===== config.mk =====
export PLATFORM = sky130hd
export DESIGN_NAME = protobuf_field_locator_unit
export DESIGN_NICKNAME = d
export VERILOG_FILES = /design/src/rtl/core/pbfl_pkg.sv /design/src/rtl/core/protobuf_field_locator_unit.sv /design/src/rtl/core/pbfl_in_reg.sv /design/src/rtl/core/pbfl_walker.sv /design/src/rtl/core/pbfl_out_reg.sv
export SDC_FILE = /design/constraint.sdc
export NUM_CORES = 1
export LEC_CHECK = 0
export BUFFER_PORTS_ARGS = -buffer_cell sky130_fd_sc_hd__buf_2
export CAP_MARGIN = 15
export CORE_MARGIN = 2
export CORE_UTILIZATION = 30
export DETAILED_ROUTE_END_ITERATION = 12
export GPL_TIMING_DRIVEN = 0
export PLACE_DENSITY_LB_ADDON = 0.1
export REMOVE_ABC_BUFFERS = 1
export SYNTH_ARGS = -nofsm -noshare
export SYNTH_HDL_FRONTEND = slang
export SYNTH_HIERARCHICAL = 1
export SYNTH_SLANG_ARGS = --single-unit

===== constraint.sdc =====
create_clock -name aclk -period 5.3 [get_ports aclk]
set_input_delay 0.795 -clock aclk [delete_from_list [all_inputs] [get_ports aclk]]
set_output_delay 0.795 -clock aclk [all_outputs]
set_load 0.02 [all_outputs]

===== src/rtl/core/pbfl_pkg.sv =====
// shared types and constants for the protobuf field locator
package pbfl_pkg;

    // message limits and field widths
    localparam int unsigned MSG_LEN_MAX = 4096;
    localparam int unsigned POS_W       = 13;
    localparam int unsigned OFS_W       = 12;
    localparam int unsigned LEN_W       = 13;
    localparam int unsigned ACC_W       = 35;
    localparam int unsigned FIELD_W     = 32;
    localparam int unsigned CFG_W       = 32;
    localparam int unsigned IN_TDATA_W  = 8;
    localparam int unsigned OUT_TDATA_W = 56;

    // varint byte count that signals an over-long varint
    localparam logic [3:0] VCNT_LIMIT = 4'd10;

    // parse phases
    localparam logic [1:0] PH_TAG    = 2'd0;
    localparam logic [1:0] PH_VALUE  = 2'd1;
    localparam logic [1:0] PH_LENGTH = 2'd2;
    localparam logic [1:0] PH_SKIP   = 2'd3;

    // wire types
    localparam logic [2:0] WT_VARINT = 3'd0;
    localparam logic [2:0] WT_FIX64  = 3'd1;
    localparam logic [2:0] WT_LENDEL = 3'd2;
    localparam logic [2:0] WT_FIX32  = 3'd5;

    // error codes
    localparam logic [2:0] ERR_NONE   = 3'd0;
    localparam logic [2:0] ERR_VARINT = 3'd1;
    localparam logic [2:0] ERR_WIRE   = 3'd2;
    localparam logic [2:0] ERR_TRUNC  = 3'd3;
    localparam logic [2:0] ERR_LONG   = 3'd4;

    // configuration register indexes
    localparam logic CFG_FIRST  = 1'b0;
    localparam logic CFG_SECOND = 1'b1;

    // one capture record
    typedef struct packed {
        logic             found;
        logic [OFS_W-1:0] offset;
        logic [LEN_W-1:0] length;
    } pbfl_capture_t;

    // one result item
    typedef struct packed {
        logic          decode_ok;
        logic [2:0]    error_kind;
        pbfl_capture_t first;
        pbfl_capture_t second;
    } pbfl_result_t;

endpackage


===== src/rtl/core/protobuf_field_locator_unit.sv =====
// Protobuf field locator: walks a message one byte per cycle, reports once per message.
// Throughput: one byte transfer per cycle, sustained, set by the single-pass walker step;
// a last byte waits only while the result register is full and not being taken.
// The result is registered: the last byte moves from the input register through the
// walker step into the result register, which presents it.
// Reset: synchronous, active low; clears message state and sets the capture fields to 2 and 3.
module protobuf_field_locator_unit
    import pbfl_pkg::*;
(
    input  logic                   aclk,
    input  logic                   aresetn,
    input  logic                   cfg_wr_en,
    input  logic                   cfg_addr,
    input  logic [CFG_W-1:0]       cfg_wr_data,
    input  logic                   s_tvalid,
    output logic                   s_tready,
    // data_byte
    input  logic [IN_TDATA_W-1:0]  s_tdata,
    input  logic                   s_tlast,
    output logic                   m_tvalid,
    input  logic                   m_tready,
    // decode_ok, error_kind, first_found, first_offset, first_length,
    // second_found, second_offset, second_length
    output logic [OUT_TDATA_W-1:0] m_tdata
);

    logic         byte_valid;
    logic [7:0]   byte_data;
    logic         byte_last;
    logic         out_free;
    logic         step;
    logic         res_valid;
    pbfl_result_t res;
    pbfl_result_t held;

    // a last byte waits for room in the result register
    assign step = byte_valid && (!byte_last || out_free);

    pbfl_in_reg u_in_reg (
        .aclk       (aclk),
        .aresetn    (aresetn),
        .s_tvalid   (s_tvalid),
        .s_tready   (s_tready),
        .s_tdata    (s_tdata),
        .s_tlast    (s_tlast),
        .take       (step),
        .byte_valid (byte_valid),
        .byte_data  (byte_data),
        .byte_last  (byte_last)
    );

    pbfl_walker u_walker (
        .aclk        (aclk),
        .aresetn     (aresetn),
        .cfg_wr_en   (cfg_wr_en),
        .cfg_addr    (cfg_addr),
        .cfg_wr_data (cfg_wr_data),
        .step        (step),
        .byte_data   (byte_data),
        .byte_last   (byte_last),
        .res_valid   (res_valid),
        .res         (res)
    );

    pbfl_out_reg u_out_reg (
        .aclk      (aclk),
        .aresetn   (aresetn),
        .res_valid (res_valid),
        .res       (res),
        .out_free  (out_free),
        .m_tvalid  (m_tvalid),
        .m_tready  (m_tready),
        .held      (held)
    );

    // pack result fields from the lowest bit up
    assign m_tdata = {held.second.length, held.second.offset, held.second.found,
                      held.first.length,  held.first.offset,  held.first.found,
                      held.error_kind, held.decode_ok};

endmodule


===== src/rtl/core/pbfl_in_reg.sv =====
// input register holding one message byte ahead of the walker
module pbfl_in_reg
    import pbfl_pkg::*;
(
    input  logic                  aclk,
    input  logic                  aresetn,
    input  logic                  s_tvalid,
    output logic                  s_tready,
    input  logic [IN_TDATA_W-1:0] s_tdata,
    input  logic                  s_tlast,
    input  logic                  take,
    output logic                  byte_valid,
    output logic [7:0]            byte_data,
    output logic                  byte_last
);

    logic       valid_reg;
    logic       valid_next;
    logic [7:0] data_reg;
    logic       last_reg;

    // free when empty or when the held byte is consumed this cycle
    assign s_tready = !valid_reg || take;

    always_comb begin
        valid_next = valid_reg;
        if (s_tvalid && s_tready) begin
            valid_next = 1'b1;
        end else if (take) begin
            valid_next = 1'b0;
        end
    end

    always_ff @(posedge aclk) begin
        if (!aresetn) begin
            valid_reg <= 1'b0;
        end else begin
            valid_reg <= valid_next;
        end
    end

    // payload needs no reset
    always_ff @(posedge aclk) begin
        if (s_tvalid && s_tready) begin
            data_reg <= s_tdata[7:0];
            last_reg <= s_tlast;
        end
    end

    assign byte_valid = valid_reg;
    assign byte_data  = data_reg;
    assign byte_last  = last_reg;

endmodule


===== src/rtl/core/pbfl_walker.sv =====
// wire-format walker: varint decode, payload skip, capture and error tracking
module pbfl_walker
    import pbfl_pkg::*;
(
    input  logic             aclk,
    input  logic             aresetn,
    input  logic             cfg_wr_en,
    input  logic             cfg_addr,
    input  logic [CFG_W-1:0] cfg_wr_data,
    input  logic             step,
    input  logic [7:0]       byte_data,
    input  logic             byte_last,
    output logic             res_valid,
    output pbfl_result_t     res
);

    logic [CFG_W-1:0]   first_field_reg;
    logic [CFG_W-1:0]   second_field_reg;

    logic [1:0]         phase_reg,  phase_next;
    logic [ACC_W-1:0]   acc_reg,    acc_next;
    logic               hi_nz_reg,  hi_nz_next;
    logic [3:0]         vcnt_reg,   vcnt_next;
    logic               match_first_reg,  match_first_next;
    logic               match_second_reg, match_second_next;
    logic [LEN_W-1:0]   skip_reg,   skip_next;
    logic [POS_W-1:0]   pos_reg,    pos_next;
    logic [2:0]         err_reg,    err_next;
    pbfl_capture_t      cap0_reg,   cap0_next;
    pbfl_capture_t      cap1_reg,   cap1_next;

    logic [ACC_W-1:0]   acc_or;
    logic               hi_or;
    logic [3:0]         vcnt_inc;
    logic [LEN_W-1:0]   skip_dec;
    logic [POS_W-1:0]   pos_inc;
    logic [POS_W-1:0]   room;
    logic [2:0]         fin_err;

    // position after this byte and the room left behind it
    assign vcnt_inc  = vcnt_reg + 4'd1;
    assign pos_inc   = pos_reg + POS_W'(1);
    assign room      = POS_W'(MSG_LEN_MAX) - pos_inc;

    // configuration registers
    always_ff @(posedge aclk) begin
        if (!aresetn) begin
            first_field_reg  <= CFG_W'(2);
            second_field_reg <= CFG_W'(3);
        end else if (cfg_wr_en) begin
            case (cfg_addr)
                CFG_FIRST:  first_field_reg  <= cfg_wr_data;
                CFG_SECOND: second_field_reg <= cfg_wr_data;
                default: ;
            endcase
        end
    end

    // next state for one byte
    always_comb begin
        phase_next        = phase_reg;
        acc_next          = acc_reg;
        hi_nz_next        = hi_nz_reg;
        vcnt_next         = vcnt_reg;
        match_first_next  = match_first_reg;
        match_second_next = match_second_reg;
        skip_next         = skip_reg;
        pos_next          = pos_reg;
        err_next          = err_reg;
        cap0_next         = cap0_reg;
        cap1_next         = cap1_reg;
        acc_or            = acc_reg;
        hi_or             = hi_nz_reg;
        skip_dec          = skip_reg;
        fin_err           = ERR_NONE;
        res_valid         = 1'b0;
        res               = '0;

        if (step) begin
            if (pos_reg >= POS_W'(MSG_LEN_MAX)) begin
                // byte beyond the size limit
                if (err_reg == ERR_NONE) begin
                    err_next = ERR_LONG;
                end
            end else begin
                pos_next = pos_inc;
                if (err_reg == ERR_NONE) begin
                    if (phase_reg == PH_SKIP) begin
                        // payload byte being skipped
                        if (skip_reg != '0) begin
                            skip_dec = skip_reg - LEN_W'(1);
                        end
                        skip_next = skip_dec;
                        if (skip_dec == '0) begin
                            phase_next = PH_TAG;
                        end
                    end else begin
                        // fold the byte into the varint
                        case (vcnt_reg)
                            4'd0: acc_or[6:0]   = acc_reg[6:0]   | byte_data[6:0];
                            4'd1: acc_or[13:7]  = acc_reg[13:7]  | byte_data[6:0];
                            4'd2: acc_or[20:14] = acc_reg[20:14] | byte_data[6:0];
                            4'd3: acc_or[27:21] = acc_reg[27:21] | byte_data[6:0];
                            4'd4: acc_or[34:28] = acc_reg[34:28] | byte_data[6:0];
                            4'd5, 4'd6, 4'd7, 4'd8: begin
                                if (byte_data[6:0] != 7'd0) begin
                                    hi_or = 1'b1;
                                end
                            end
                            4'd9: begin
                                if (byte_data[0]) begin
                                    hi_or = 1'b1;
                                end
                            end
                            default: ;
                        endcase
                        acc_next   = acc_or;
                        hi_nz_next = hi_or;
                        if (byte_data[7]) begin
                            vcnt_next = vcnt_inc;
                            if (vcnt_inc >= VCNT_LIMIT) begin
                                err_next = ERR_VARINT;
                            end
                        end else begin
                            // varint complete
                            acc_next   = '0;
                            hi_nz_next = 1'b0;
                            vcnt_next  = 4'd0;
                            case (phase_reg)
                                PH_TAG: begin
                                    match_first_next  = (acc_or[ACC_W-1:3] == first_field_reg);
                                    match_second_next = (acc_or[ACC_W-1:3] == second_field_reg);
                                    case (acc_or[2:0])
                                        WT_VARINT: phase_next = PH_VALUE;
                                        WT_FIX64: begin
                                            phase_next = PH_SKIP;
                                            skip_next  = LEN_W'(8);
                                        end
                                        WT_LENDEL: phase_next = PH_LENGTH;
                                        WT_FIX32: begin
                                            phase_next = PH_SKIP;
                                            skip_next  = LEN_W'(4);
                                        end
                                        default: err_next = ERR_WIRE;
                                    endcase
                                end
                                PH_LENGTH: begin
                                    if (hi_or || (acc_or > ACC_W'(room))) begin
                                        err_next = ERR_TRUNC;
                                    end else begin
                                        if (match_first_reg) begin
                                            cap0_next.found  = 1'b1;
                                            cap0_next.offset = pos_inc[OFS_W-1:0];
                                            cap0_next.length = acc_or[LEN_W-1:0];
                                        end else if (match_second_reg) begin
                                            cap1_next.found  = 1'b1;
                                            cap1_next.offset = pos_inc[OFS_W-1:0];
                                            cap1_next.length = acc_or[LEN_W-1:0];
                                        end
                                        if (acc_or[LEN_W-1:0] == '0) begin
                                            phase_next = PH_TAG;
                                        end else begin
                                            phase_next = PH_SKIP;
                                            skip_next  = acc_or[LEN_W-1:0];
                                        end
                                    end
                                end
                                default: phase_next = PH_TAG;
                            endcase
                        end
                    end
                end
            end

            // end of message: report and start afresh
            if (byte_last) begin
                fin_err = err_next;
                if (fin_err == ERR_NONE && (phase_next != PH_TAG || vcnt_next != 4'd0)) begin
                    fin_err = ERR_TRUNC;
                end
                res_valid      = 1'b1;
                res.decode_ok  = (fin_err == ERR_NONE);
                res.error_kind = fin_err;
                res.first      = cap0_next;
                res.second     = cap1_next;

                phase_next        = PH_TAG;
                acc_next          = '0;
                hi_nz_next        = 1'b0;
                vcnt_next         = 4'd0;
                match_first_next  = 1'b0;
                match_second_next = 1'b0;
                skip_next         = '0;
                pos_next          = '0;
                err_next          = ERR_NONE;
                cap0_next         = '0;
                cap1_next         = '0;
            end
        end
    end

    // message state
    always_ff @(posedge aclk) begin
        if (!aresetn) begin
            phase_reg        <= PH_TAG;
            acc_reg          <= '0;
            hi_nz_reg        <= 1'b0;
            vcnt_reg         <= 4'd0;
            match_first_reg  <= 1'b0;
            match_second_reg <= 1'b0;
            skip_reg         <= '0;
            pos_reg          <= '0;
            err_reg          <= ERR_NONE;
            cap0_reg         <= '0;
            cap1_reg         <= '0;
        end else begin
            phase_reg        <= phase_next;
            acc_reg          <= acc_next;
            hi_nz_reg        <= hi_nz_next;
            vcnt_reg         <= vcnt_next;
            match_first_reg  <= match_first_next;
            match_second_reg <= match_second_next;
            skip_reg         <= skip_next;
            pos_reg          <= pos_next;
            err_reg          <= err_next;
            cap0_reg         <= cap0_next;
            cap1_reg         <= cap1_next;
        end
    end

endmodule


===== src/rtl/core/pbfl_out_reg.sv =====
// result register on the master side
module pbfl_out_reg
    import pbfl_pkg::*;
(
    input  logic         aclk,
    input  logic         aresetn,
    input  logic         res_valid,
    input  pbfl_result_t res,
    output logic         out_free,
    output logic         m_tvalid,
    input  logic         m_tready,
    output pbfl_result_t held
);

    logic         valid_reg;
    logic         valid_next;
    pbfl_result_t res_reg;

    // can load when empty or when the held result is taken this cycle
    assign out_free = !valid_reg || m_tready;

    always_comb begin
        valid_next = valid_reg;
        if (res_valid) begin
            valid_next = 1'b1;
        end else if (m_tready) begin
            valid_next = 1'b0;
        end
    end

    always_ff @(posedge aclk) begin
        if (!aresetn) begin
            valid_reg <= 1'b0;
        end else begin
            valid_reg <= valid_next;
        end
    end

    always_ff @(posedge aclk) begin
        if (res_valid) begin
            res_reg <= res;
        end
    end

    assign m_tvalid = valid_reg;
    assign held     = res_reg;

endmodule


[Yosys cells after proc, flatten, opt, wreduce, memory -nomap -nowiden]
Cells that the tools add are included.
Storage, ports and cells
  bits in registers: 256
  bits of input ports: 47
  word-level logic and storage cells: 227
Cells by class
  $add $sub $neg: 4
  $lt $le $gt $ge: 3
  eq/ne operators: 23
  mux-type cells: 124
  bitwise gates (word level): 6
  reductions and logical operators: 38
Operators with widths (number)
  26-bit 2-to-1 mux: 17
  13-bit 2-to-1 mux: 14
  35-bit 2-to-1 mux: 5
  7-bit 2-to-1 mux: 25
  32-bit equality test: 2
  13-bit case mux with 2 select lines: 2
  3-bit 2-to-1 mux: 13
  35-bit by 13-bit > comparator with 1-bit output: 1
  7-bit bitwise OR: 5
  1-bit 2-to-1 mux: 29
  13-bit logical NOT: 2
  4-bit 2-to-1 mux: 6
  2-bit 2-to-1 mux: 9
  4-bit by 3-bit equality test with 1-bit output, second input constant: 4
  13-bit by 1-bit adder with 13-bit output, second input constant: 1
  13-bit greater-or-equal comparator, second input constant: 1
  13-bit nonzero test: 1
  13-bit by 1-bit subtractor with 13-bit output, second input constant: 1
  13-bit subtractor, first input constant: 1
  3-bit logical NOT: 4
  2-bit nonzero test: 5
  4-bit by 2-bit equality test with 1-bit output, second input constant: 2
  4-bit equality test, second input constant: 2
  4-bit by 3-bit inequality test with 1-bit output, second input constant: 2
  other kinds (28): 44

[Depth between registers and ports, before layout]
Gate-level depths: netlist of the first run.
  depth after elaboration: 22
  mapped depth: 21
  mapped depth without buffers: 16

[Hierarchy]
Netlist of the first run, hierarchy kept.
By module, submodules not included
  pbfl_walker: times used 1, cells an instance 1319, area each 10313.6 sq um, seq. area each 3783.6 sq um
  pbfl_out_reg: times used 1, cells an instance 60, area each 1730.4 sq um, seq. area each 1701.6 sq um
  pbfl_in_reg: times used 1, cells an instance 14, area each 327.8 sq um, seq. area each 290.3 sq um
  protobuf_field_locator_unit: times used 1, cells an instance 2, area each 11.3 sq um, seq. area each 0.0 sq um

[Least setup slack after synthesis of the first run]
OpenSTA, ideal clock, no wires.
  path kind: register -> register
  start point: register u_walker.pos_reg[0]
  end point: register u_out_reg.res_reg, in the netlist u_out_reg/held[7] (data pin)
  data arrival time: 4.292 ns
  data required time: 5.016 ns
  setup slack: 0.724 ns
  cell stages (with the launch flop): 19
  period minus slack after synthesis: 4.576 ns
  cells stage by stage: dfxtp_1 -> clkbuf_1 -> inv_1 -> ha_1 -> clkbuf_1 -> nor3b_1 -> nand3_1 -> or3_1 -> nor2_1 -> nand3_1 -> xnor2_1 -> ha_1 -> o21ai_0 -> a21oi_1 -> o31ai_1 -> nand4_2 -> nor2_1 -> buf_2 -> a211oi_1
Between the ends
  cells in the longest elaborated chain, start to end: 10
Ends and longest elaborated chain
  start, declared: RTL line pbfl_walker.sv:27  | logic [POS_W-1:0] pos_reg, pos_next;
  start signal, assigned: RTL line pbfl_walker.sv:224  | pos_reg <= pos_next;
  13-bit by 1-bit adder with 13-bit output: RTL line pbfl_walker.sv:42  | assign pos_inc = pos_reg + POS_W'(1);
  13-bit subtractor: RTL line pbfl_walker.sv:43  | assign room = POS_W'(MSG_LEN_MAX) - pos_inc;
  35-bit by 13-bit > comparator with 1-bit output: RTL line pbfl_walker.sv:148  | if (hi_or || (acc_or > ACC_W'(room))) begin
  1-bit logical OR: RTL line pbfl_walker.sv:148
  26-bit 2-to-1 mux: RTL line pbfl_walker.sv:148
  26-bit 2-to-1 mux: RTL line pbfl_walker.sv:129  | case (phase_reg)
  26-bit 2-to-1 mux: RTL line pbfl_walker.sv:119  | if (byte_data[7]) begin
  26-bit 2-to-1 mux: RTL line pbfl_walker.sv:88  | if (phase_reg == PH_SKIP) begin
  26-bit 2-to-1 mux: RTL line pbfl_walker.sv:87  | if (err_reg == ERR_NONE) begin
  26-bit 2-to-1 mux (*): RTL line pbfl_walker.sv:80  | if (pos_reg >= POS_W'(MSG_LEN_MAX)) begin
  end signal, assigned: RTL line pbfl_out_reg.sv:41  | res_reg <= res;
  end, declared: RTL line pbfl_out_reg.sv:17  | pbfl_result_t res_reg;
Mark *: on every way between the ends. The rest lies on a longest branch, timed or not.
A chain may end at the register's enable or synchronous reset.

[Final worst setup path of the first run]
  start point: register u_walker.vcnt_reg[0]
  end point: register u_out_reg.res_reg, in the netlist u_out_reg/held[29] (data pin)
Between the ends
  cells in the longest elaborated chain, start to end: 14
Ends and longest elaborated chain
  start, declared: RTL line pbfl_walker.sv:23  | logic [3:0] vcnt_reg, vcnt_next;
  start signal, assigned: RTL line pbfl_walker.sv:220  | vcnt_reg <= vcnt_next;
  4-bit by 1-bit equality test with 1-bit output (tied with other cells): RTL line pbfl_walker.sv:99  | case (vcnt_reg)
  7-bit 2-to-1 mux or 4-bit OR reduction (tied branches): RTL line pbfl_walker.sv:99
  7-bit 2-to-1 mux or 1-bit case mux with 2 select lines (tied branches): RTL line pbfl_walker.sv:88, pbfl_walker.sv:99
  7-bit 2-to-1 mux or 1-bit 2-to-1 mux (tied branches): RTL line pbfl_walker.sv:87, pbfl_walker.sv:88
  7-bit 2-to-1 mux or 1-bit 2-to-1 mux (tied branches): RTL line pbfl_walker.sv:80, pbfl_walker.sv:87
  7-bit 2-to-1 mux or 1-bit 2-to-1 mux (tied branches): RTL line pbfl_walker.sv:79, pbfl_walker.sv:80
  35-bit by 13-bit > comparator with 1-bit output or 1-bit 2-to-1 mux (tied branches): RTL line pbfl_walker.sv:148, pbfl_walker.sv:79
  1-bit logical OR: RTL line pbfl_walker.sv:148
  26-bit 2-to-1 mux (*): RTL line pbfl_walker.sv:148
  26-bit 2-to-1 mux (*): RTL line pbfl_walker.sv:129
  26-bit 2-to-1 mux (*): RTL line pbfl_walker.sv:119
  26-bit 2-to-1 mux (*): RTL line pbfl_walker.sv:88
  26-bit 2-to-1 mux (*): RTL line pbfl_walker.sv:87
  26-bit 2-to-1 mux (*): RTL line pbfl_walker.sv:80
Mark *: on every way between the ends. The rest lies on a longest branch, timed or not. The select of a mux whose other input is x is not followed.

==> tab_implementation.tex, run 1 <==
\begin{tabular}{lr}
\hline
Metric & Value \\
\hline
\multicolumn{2}{l}{\textbf{Yosys}} \\
Adder and majority gate portion of the synthesized area & 0.0222 \\
YS warnings & 6 \\
Main combinational cell family by area after synthesis & compound AO/OA/AOI/OAI gates \\
Distinct cells, synth & 74 \\
Post-synth EDFFs & 65 \\
Simple-gate area share of the yosys netlist & 0.172 \\
Mux contribution to synthesized area & 0.00344 \\
Parity-gate share of the synthesized area counting xor and xnor cells & 0.0644 \\
Flip-flop and latch count after synthesis & $\sim$260 \\
Post-synth ARST share & 0 \\
Sequential-to-total area share from yosys stat & 0.466 \\
Mean area per synthesized cell & 8.88 um2 \\
Most frequently used flop master after synthesis & dfxtp\_1 \\
Summed instance area of the synthesized netlist & 12400 um2 \\
Post-Synthesis Cells & 1395 \\
Fraction of the mapped netlist area in compound gates & 0.225 \\
\multicolumn{2}{l}{\textbf{Drt}} \\
Count of TritonRoute iterations in the first routing pass & 5 \\
DR WL/cell & 19.7 um \\
Routed via count & 10700 \\
Post-DRT Antenna Nets & 0 \\
Count of unresolved DRC violations after routing & 0 \\
Initial DRC count & between 500 and 600 \\
Number of vias per cell & 5.26 \\
Detailed Route WL & 40000 um \\
\multicolumn{2}{l}{\textbf{Min path}} \\
Hold crit path type & in2reg \\
Startpoint of the lowest-slack hold path & s\_tdata[0] \\
Instance count along the most critical hold path & 1 \\
Hold EP & u\_in\_reg/byte\_data[0] \\
\multicolumn{2}{l}{\textbf{Worst setup path}} \\
Largest fanout of any net on the critical path & 39 \\
Flop-to-flop setup slack & roughly 280 ps \\
Critical path type & reg2reg \\
Element type at the critical path end & flip-flop \\
Data required time at the worst endpoint & $\sim$5700 ps \\
Crit Reg-Reg Endpoint & u\_out\_reg/held[29] \\
Crit path arrival time & 5390 ps \\
Crit start category & flip-flop \\
Depth of the worst register-to-register path & 14 \\
Worst reg2reg startpoint & u\_walker/vcnt\_reg[0] \\
\multicolumn{2}{l}{\textbf{Timing}} \\
Post-Route Skew & 16.4 ps \\
Minimum clock period & 5020 ps \\
Max-slew violation total from the final report & 0 \\
Hold Worst Slack & 392 ps \\
Fmax & 0.199 GHz \\
Final-report hold violation count & 0 \\
Final Setup Violations & 0 \\
Headroom to the max-slew limit & 0.175 \\
Final critical-path setup slack & 276 ps \\
Final Cycle Share & 0.948 \\
Slew at the pin with the worst max-slew slack & 1240 ps \\
\multicolumn{2}{l}{\textbf{Cells and area}} \\
Most frequent cells in the layout & a21oi\_1, dfxtp\_1, nand2\_1, nor2\_1, buf\_2 \\
Final-layout fill cell count & 4255 \\
Synthesis-to-layout area growth & 19.3\% \\
Inserted Diodes & 0 \\
Util after Layout & 0.362 \\
Flip-flop count of the largest register after layout & 56 \\
Share of final-layout standard cells stronger than drive strength 1 & 0.146 \\
Most common library cell in the layout ignoring fill and taps & a21oi\_1 \\
NumNets Final & approximately 1500 \\
\multicolumn{2}{l}{\textbf{Global routing}} \\
Largest net degree at the start of global routing & slightly below 80 \\
Vias in the first global route & 10300 \\
Global-route wire length before repair & $\sim$62000 um \\
Initial antenna violation count & 0 \\
Total routing usage reported by global routing & 0.181 \\
Overflow left after global routing & 0 \\
\multicolumn{2}{l}{\textbf{Clocking}} \\
Sinks on the clock net & 256 \\
Clock-pin transition on the worst setup and hold timing paths & 60 ps \\
Number of buffers inserted by hold repair at cts & 0 \\
CTS Root Cell & clkbuf\_16 \\
Buffer depth of the longest clock path & 3 \\
Number of levels the H-tree was split into & 1 \\
Number of buffers created by CTS & 31 \\
Insertion delay of the later-clocked pin in the worst-skew pair & just under 600 ps \\
TritonCTS clock tree & yes \\
\multicolumn{2}{l}{\textbf{Placement}} \\
Final weighted congestion of routability-driven global placement & roughly 0.83 \\
HPWL Detailed & 26900 um \\
Number of buffers added on ports & 104 \\
Placement Setup Slack & -1810 ps \\
\multicolumn{2}{l}{\textbf{Power and ir drop}} \\
Total power per unit cell area & 327 nW/um2 \\
P\_leak & between 0.005 and 0.006 uW \\
Worst supply voltage drop on vdd & 0.000267 V \\
\multicolumn{2}{l}{\textbf{Floorplan}} \\
Starting density of the core & 0.303 \\
Chip Height & just over 200 um \\
Row count & 74 \\
Die width & 207 um \\
Num ports & 105 \\
Die ar. & 42900 um2 \\
Core Footprint & 40800 um2 \\
\multicolumn{2}{l}{\textbf{Run status}} \\
Outcome & complete, no violations \\
\multicolumn{2}{l}{\textbf{Flow run}} \\
Number of maximum-capacitance constraint violations & 0 \\
\hline
\end{tabular}
worst max path at each step:
| stage | startpoint | end |
|---|---|---|
| floorplan | u_walker/pos_reg[0] | u_walker/cap1_reg[0] |
| global placement | m_tready | u_walker/skip_reg[2] |
| detailed placement | u_walker/pos_reg[0] | u_walker/cap1_reg[22] |
| CTS | u_walker/pos_reg[0] | u_out_reg/held[29] |
| global route | u_walker/pos_reg[0] | u_out_reg/held[29] |
| finish | u_walker/vcnt_reg[0] | u_out_reg/held[29] |
critical path, cell delays in order, from the launching register on:
cell      delay [ps]
dfxtp_1          420
inv_1            140
ha_1             280
nor2b_1          220
a21oi_1         1020
inv_1            200
ha_1             390
a21oi_1          170
a21oi_1           90
o31a_1           310
o31ai_4          380
and4_4           440
buf_12           260
a21oi_1          100
a211oi_1         390
cell type report:
class                           instances  area [um2]  area share
Clock buffer                           40         810      0.0548
Sequential cell                       256        5780       0.391
Tap cell                              532         666      0.0450
Timing Repair Buffer                  133         937      0.0634
Inverter                               43         164      0.0111
Clock inverter                         18         228      0.0154
Multi-Input combinational cell       1005        6200       0.419
through the flow:
step	cells	power (uW)	TNS [ps]	cell area [um2]
2_1_floorplan	1302	2460	-23740	12000
3_3_place_gp	1938	2650	-478900	13200
3_5_place_dp	1954	2670	-137960	13500
4_1_cts	2026	4890	0	14700
5_1_grt	2027	5020	-20.0	14800
6_report	2027	4830	0	14800
cell families (layout without fill, tap and decap cells):
kind of cell | after synthesis | in the layout
simple gates | 449 | 451
flops | 256 | 256
compound gates | 437 | 437
mux | 4 | 4
buf+inv | 136 | 234
fa+ha+maj | 22 | 22
xor+xnor | 91 | 91
where the power goes:
part | switching (uW) | total (uW) | internal, uW | leakage (uW)
registers | 43.8 | 2100 | 2050 | 0.00217
clock network | 869 | 2190 | 1320 | 0.000500
logic | 355 | 540 | 185 | 0.00258
total | 1270 | 4830 | 3560 | 0.00525
synthesized netlist by cell type, types with 5 or more instances:
master	number	area [um2]
a21oi_1	217	1090
o21ai_0	16	80.1
nand4_1	38	238
o21a_1	5	37.5
xor2_1	50	438
buf_1	6	22.5
xnor2_1	41	359
and2_1	5	31.3
nor2_1	115	432
o2bb2ai_1	46	403
a22oi_1	22	165
o22ai_1	12	75.1
ha_1	22	275
a211oi_1	61	458
edfxtp_1	65	1950
nor2b_1	14	87.6
nand2_1	175	657
dfxtp_1	191	3820
buf_6	6	67.6
or3_1	6	37.5
a31oi_1	10	62.6
nand2b_1	7	43.8
buf_2	13	65.1
a2111oi_0	5	43.8
nand3_1	22	110
o311ai_0	5	43.8
or4_1	5	37.5
nor4_1	9	56.3
inv_1	40	150
clkbuf_1	66	248
nor3_1	24	120
repair_timing:
action | 4_1_cts | 5_1_grt
pin swaps | 5 | 1
setup endpoints to repair | 123 | 118
buffers inserted | 12 | 1
resized for setup | 9 | 7
gates cloned | 2 | 0
metal layers:
| metal | share of wire | track usage |
|---|---|---|
| met4 | 0.026 | 0.0557 |
| met1 | 0.47 | 0.250 |
| met5 | 0 | 0 |
| met3 | 0.046 | 0.0243 |
| met2 | 0.46 | 0.293 |
Note: power is estimated with default switching activity, not from simulation.
==> inputs of run 2 (changes only) <==
--- a/config.mk
+++ b/config.mk
@@ -5,6 +5,7 @@
 export SDC_FILE = /design/constraint.sdc
 export NUM_CORES = 1
 export LEC_CHECK = 0
+export ABC_AREA = 1
 export BUFFER_PORTS_ARGS = -buffer_cell sky130_fd_sc_hd__buf_2
 export CAP_MARGIN = 15
 export CORE_MARGIN = 2
==> tab_implementation.tex, run 2 <==
\begin{tabular}{lr}
\hline
Metric & Value \\
\hline
\multicolumn{2}{l}{\textbf{Floorplan}} \\
Row count & 75 \\
Chip Height & 211 um \\
Die ar. & 44700 um2 \\
Starting density of the core & 0.305 \\
Num ports & roughly 110 \\
Core Footprint & 42200 um2 \\
Die width & 211 um \\
\multicolumn{2}{l}{\textbf{Drt}} \\
Post-DRT Antenna Nets & 0 \\
Count of unresolved DRC violations after routing & 0 \\
DR WL/cell & 16.8 um \\
Routed via count & 11300 \\
Detailed Route WL & 39600 um \\
Number of vias per cell & 4.76 \\
Count of TritonRoute iterations in the first routing pass & 4 \\
Initial DRC count & 653 \\
\multicolumn{2}{l}{\textbf{Yosys}} \\
Most common cell in the synthesized netlist & nand2\_1 \\
Largest cells by area after synthesis & dfxtp\_1, edfxtp\_1, nand2\_1, nor2\_1, inv\_1 \\
Mean area per synthesized cell & 7.45 um2 \\
Summed instance area of the synthesized netlist & 12900 um2 \\
YS warnings & 6 \\
Post-synth ARST share & 0 \\
Post-Synthesis Cells & 1730 \\
Distinct cells, synth & just under 50 \\
Area share of the leading cell type in the synthesized netlist & 0.297 \\
Post-synth EDFFs & 65 \\
Largest area contributor in the synthesized netlist & dfxtp\_1 \\
Leading post-synthesis cells by instance count & nand2\_1, nor2\_1, dfxtp\_1 \\
Most frequently used flop master after synthesis & dfxtp\_1 \\
Sequential-to-total area share from yosys stat & 0.448 \\
Flip-flop and latch count after synthesis & 256 \\
\multicolumn{2}{l}{\textbf{Cells and area}} \\
Util after Layout & 0.356 \\
Synthesis-to-layout area growth & 16.7\% \\
Share of final-layout standard cells stronger than drive strength 1 & 0.136 \\
Most frequent cells in the layout & nand2\_1, nor2\_1, dfxtp\_1, inv\_1, o21ai\_0 \\
Most common library cell in the layout ignoring fill and taps & nand2\_1 \\
NumNets Final & 1872 \\
Final-layout fill cell count & about 4500 \\
Inserted Diodes & 0 \\
Flip-flop count of the largest register after layout & 56 \\
\multicolumn{2}{l}{\textbf{Clocking}} \\
Number of buffers created by CTS & 34 \\
TritonCTS clock tree & yes \\
Clock-pin transition on the worst setup and hold timing paths & about 50 ps \\
CTS Root Cell & clkbuf\_16 \\
Insertion delay of the later-clocked pin in the worst-skew pair & 540 ps \\
Number of post-CTS setup repair buffers & 0 \\
Number of levels the H-tree was split into & 2 \\
Number of buffers inserted by hold repair at cts & 0 \\
Sinks on the clock net & about 260 \\
Buffer depth of the longest clock path & 3 \\
\multicolumn{2}{l}{\textbf{Power and ir drop}} \\
Total power per unit cell area & 317 nW/um2 \\
Overall power & 4770 uW \\
Worst supply voltage drop on vdd & 0.000142 V \\
P\_leak & 0.00595 uW \\
\multicolumn{2}{l}{\textbf{Worst setup path}} \\
Largest fanout of any net on the critical path & 26 \\
Element type at the critical path end & flip-flop \\
Depth of the worst register-to-register path & 25 \\
Standard cell with the maximum stage delay on the critical path & or3\_4 \\
Flop-to-flop setup slack & 410 ps \\
Delay-heaviest family, CP & simple AND/OR/NAND/NOR gates \\
Longest individual stage delay on the worst path & 540 ps \\
Critical path type & reg2reg \\
Worst reg2reg startpoint & u\_walker/pos\_reg[0] \\
Crit start category & flip-flop \\
Buf/Inv on CP & 4 \\
Data required time at the worst endpoint & between 5000 and 6000 ps \\
Worst path most repeated cell & nand2\_1 \\
Crit path arrival time & slightly above 5000 ps \\
Crit Reg-Reg Endpoint & u\_out\_reg/held[5] \\
\multicolumn{2}{l}{\textbf{Timing}} \\
Final Setup Violations & 0 \\
Max-slew violation total from the final report & 0 \\
Fmax & around 0.2 GHz \\
RSZ-0062 raised after global routing & no \\
Post-Route Skew & 19.4 ps \\
Minimum clock period & 4890 ps \\
Headroom to the max-slew limit & 0.328 \\
Final Cycle Share & 0.922 \\
Summed negative setup slack over all endpoints & 0 ps \\
Slew at the pin with the worst max-slew slack & 1010 ps \\
Final-report hold violation count & 0 \\
\multicolumn{2}{l}{\textbf{Run status}} \\
Outcome & complete, no violations \\
\multicolumn{2}{l}{\textbf{Placement}} \\
HPWL Detailed & approximately 27000 um \\
Number of buffers added on ports & between 100 and 150 \\
Final weighted congestion of routability-driven global placement & 0.824 \\
\multicolumn{2}{l}{\textbf{Global routing}} \\
Initial antenna violation count & 0 \\
Vias in the first global route & roughly 11000 \\
Largest net degree at the start of global routing & slightly below 70 \\
Global-route wire length before repair & 61800 um \\
Total routing usage reported by global routing & 0.178 \\
Overflow left after global routing & 0 \\
\multicolumn{2}{l}{\textbf{Min path}} \\
Instance count along the most critical hold path & 1 \\
Startpoint of the lowest-slack hold path & s\_tlast \\
Hold EP & u\_in\_reg/byte\_last \\
Hold crit path type & in2reg \\
\multicolumn{2}{l}{\textbf{Flow run}} \\
Number of maximum-capacitance constraint violations & 0 \\
\hline
\end{tabular}
==> run 2: power by group <==
group          total [uW]  internal, uW  switching, uW
combinational         514           158            355
clock                2140          1260            886
sequential           2110          2060           49.0
total                4770          3480           1290
==> run 2: repair_timing <==
item	4_1_cts	5_1_grt
endpoints found under the setup margin	78	126
pin swaps	1	2
resized for setup	5	8
cloned	1	1
==> run 2: final cells by class <==
type / instances / area, um2 / share of cell area
clock inverter: 11 / 65.1 / 0.00433
inverter: 181 / 689 / 0.0458
tap: 539 / 674 / 0.0448
sequential: 256 / 5780 / 0.384
timing repair buffer: 115 / 743 / 0.0494
multi-input combinational: 1215 / 6130 / 0.408
clock buffer: 49 / 958 / 0.0637
==> run 2: metal layers <==
layer | routed length [um] | up-vias | global-route usage
met3 | 1820 | 40 | 0.0264
met4 | 714 | 0 | 0.0554
met1 | 19800 | 5241 | 0.255
li1 | - | 5740 | -
met5 | 0 | - | 0
met2 | 17300 | 236 | 0.275
==> run 2: worst max path at each step <==
stage | start | endpoint | cells after the start | slack [ps]
floorplan | m_tready | u_walker/pos_reg[0] | 10 | 410
CTS | u_in_reg/byte_last | u_walker/pos_reg[0] | 7 | 100
global placement | m_tready | u_walker/pos_reg[0] | 11 | -3590
global route | u_walker/pos_reg[0] | u_out_reg/held[23] | 26 | 10
detailed placement | m_tready | u_walker/pos_reg[0] | 11 | -530
finish | u_walker/pos_reg[0] | u_out_reg/held[5] | 25 | 410
==> run 2: kinds of logic after synthesis <==
family,share of synthesized area
simple gates,0.254
compound gates,0.146
buf+inv,0.0815
flops,0.448
xor+xnor,0.0496
fa+ha+maj,0.0213
==> run 2: per-stage QoR <==
stage               cells  setup WS, ps  hold WS, ps  cell area (um2)
detailed placement   2304          -527          450            14000
CTS                  2365           103          405            15000
finish               2366           412          435            15000
global placement     2293         -3590          439            13700
floorplan            1650           409          431            12500
global route         2366          13.6          429            15000
==> inputs of run 3 (changes only) <==
--- a/config.mk
+++ b/config.mk
@@ -8,6 +8,8 @@
 export ABC_AREA = 1
 export BUFFER_PORTS_ARGS = -buffer_cell sky130_fd_sc_hd__buf_2
 export CAP_MARGIN = 15
+export CELL_PAD_IN_SITES_DETAIL_PLACEMENT = 2
+export CELL_PAD_IN_SITES_GLOBAL_PLACEMENT = 2
 export CORE_MARGIN = 2
 export CORE_UTILIZATION = 30
 export DETAILED_ROUTE_END_ITERATION = 12
==> constraint.sdc (replaced) <==
create_clock -name aclk -period 5.3 [get_ports aclk]
set_input_delay 0.795 -clock aclk [delete_from_list [all_inputs] [get_ports aclk]]
set_output_delay 0.795 -clock aclk [all_outputs]
set_load 0.005 [all_outputs]
==> tab_implementation.tex, run 3 (synthesis gave the netlist of run 2 again) <==
\begin{tabular}{lr}
\hline
Metric & Value \\
\hline
\multicolumn{2}{l}{\textbf{Run status}} \\
Outcome & complete, no violations \\
\multicolumn{2}{l}{\textbf{Timing}} \\
Final-report hold violation count & 0 \\
Headroom to the max-slew limit & 0.319 \\
Hold Worst Slack & 437 ps \\
Post-Route Skew & 26.0 ps \\
Final Cycle Share & 0.895 \\
RSZ-0062 raised after global routing & no \\
Fmax & 0.211 GHz \\
Final Setup Violations & 0 \\
Max-slew violation total from the final report & 0 \\
Final critical-path setup slack & 556 ps \\
Slew at the pin with the worst max-slew slack & 1020 ps \\
Minimum clock period & 4740 ps \\
\multicolumn{2}{l}{\textbf{Worst setup path}} \\
Data required time at the worst endpoint & 5580 ps \\
Crit path arrival time & approximately 5000 ps \\
Largest fanout of any net on the critical path & 30 \\
Crit start category & flip-flop \\
Critical path type & reg2reg \\
Element type at the critical path end & flip-flop \\
\multicolumn{2}{l}{\textbf{Floorplan}} \\
Die width & 211 um \\
Core Footprint & about 42000 um2 \\
Starting density of the core & 0.305 \\
Num ports & about 110 \\
Chip Height & $\sim$210 um \\
Row count & 75 \\
Die ar. & 44700 um2 \\
\multicolumn{2}{l}{\textbf{Placement}} \\
Placement Setup Slack & -381 ps \\
Placed cells & around 2300 \\
Final weighted congestion of routability-driven global placement & 0.840 \\
Area after DPL & 14000 um2 \\
Number of buffers added on ports & 104 \\
HPWL Detailed & 31900 um \\
\multicolumn{2}{l}{\textbf{Clocking}} \\
Number of levels the H-tree was split into & 2 \\
TritonCTS clock tree & yes \\
Number of buffers created by CTS & 34 \\
Insertion delay of the later-clocked pin in the worst-skew pair & 540 ps \\
Clock-pin transition on the worst setup and hold timing paths & 60 ps \\
Sinks on the clock net & 256 \\
Number of post-CTS setup repair buffers & 0 \\
CTS Root Cell & clkbuf\_16 \\
Buffer depth of the longest clock path & 3 \\
Number of buffers inserted by hold repair at cts & 0 \\
\multicolumn{2}{l}{\textbf{Power and ir drop}} \\
Total power per unit cell area & 329 nW/um2 \\
P\_leak & 0.00605 uW \\
Overall power & approximately 5000 uW \\
Worst supply voltage drop on vdd & $\sim$0.00021 V \\
\multicolumn{2}{l}{\textbf{Cells and area}} \\
Most frequent cells in the layout & nand2\_1, nor2\_1, dfxtp\_1, inv\_1, o21ai\_0 \\
NumNets Final & roughly 1900 \\
Most common library cell in the layout ignoring fill and taps & nand2\_1 \\
Final design area excluding fillers & about 15000 um2 \\
Inserted Diodes & 0 \\
Synthesis-to-layout area growth & 18.0\% \\
Non-Filler Instances & 2368 \\
Share of final-layout standard cells stronger than drive strength 1 & 0.140 \\
Flip-flop count of the largest register after layout & 56 \\
\multicolumn{2}{l}{\textbf{Min path}} \\
Hold crit path type & in2reg \\
\multicolumn{2}{l}{\textbf{Global routing}} \\
Global-route wire length before repair & 70800 um \\
Total routing usage reported by global routing & 0.205 \\
Largest net degree at the start of global routing & 64 \\
Initial antenna violation count & 0 \\
Overflow left after global routing & 0 \\
Vias in the first global route & 12500 \\
\multicolumn{2}{l}{\textbf{Drt}} \\
Number of vias per cell & 4.92 \\
Count of unresolved DRC violations after routing & 0 \\
DR WL/cell & between 15 and 20 um \\
Post-DRT Antenna Nets & 0 \\
Routed via count & 11700 \\
Detailed Route WL & 45400 um \\
Count of TritonRoute iterations in the first routing pass & 4 \\
Initial DRC count & 331 \\
\multicolumn{2}{l}{\textbf{Flow run}} \\
Number of maximum-capacitance constraint violations & 0 \\
\hline
\end{tabular}
## run 3: worst max-delay path: stages (launching register included)
cell     delay [ps]
dfxtp_2         410
inv_1           130
nor3_1          270
nand2_1         200
nor2_1          170
xor2_1          140
inv_1           150
nand4_1         150
nor2_1          190
nand3_1         160
nor3_1          210
xor2_1          190
ha_1            280
a21o_1          160
nor2_1          100
nand2_1          70
nor2_1          100
nand2_1          70
nand2_2         140
nand2_2         140
or3_4           530
buf_12          210
nand2_1          90
o21ai_2          60
inv_1            80
nor2_1           40
## run 3: per-layer routing
layer / vias up / global-route usage / wire length (um)
met5: - / 0 / 0
met2: 134 / 0.364 / 22200
met1: 5722 / 0.261 / 21200
li1: 5748 / - / -
met3: 51 / 0.0248 / 1030
met4: 0 / 0.0614 / 989
## run 3: path summary, 6_finish.rpt
check | startpoint | to | slack, ps | cells after the start
worst max register to register | u_walker/pos_reg[0] | u_out_reg/held[24] | 560 | 25
worst min register to register | u_walker/acc_reg[11] | u_walker/acc_reg[11] | 460 | 2
worst max-delay path | u_walker/pos_reg[0] | u_out_reg/held[24] | 560 | 25
worst min-delay path | s_tdata[7] | u_in_reg/byte_data[7] | 440 | 1
## run 3: layout make-up
type                            instances  area [um2]
Inverter                              181         697
Timing Repair Buffer                  116         774
Fill cell                            4853       27000
Tap cell                              539         674
Clock buffer                           49        1010
Multi-Input combinational cell       1214        6140
Clock inverter                         13         140
Sequential cell                       256        5780
## run 3: where the power goes
group,internal [uW],switching [uW]
Combinational,159,359
Clock,1470,904
Sequential,2060,52.0
Total,3690,1320
## run 3: per-stage QoR
stage           util  TNS, ps
2_1_floorplan      -        0
3_3_place_gp   0.325  -273890
3_5_place_dp   0.331   -16820
4_1_cts        0.359        0
5_1_grt        0.360        0
6_report       0.360        0
## run 3: repair_timing
action | CTS | global route
gates cloned | 0 | 1
pin swaps | 0 | 1
gates resized for setup | 5 | 13
setup endpoints to repair | 71 | 131
endpoints found under the hold margin | 0 | 0
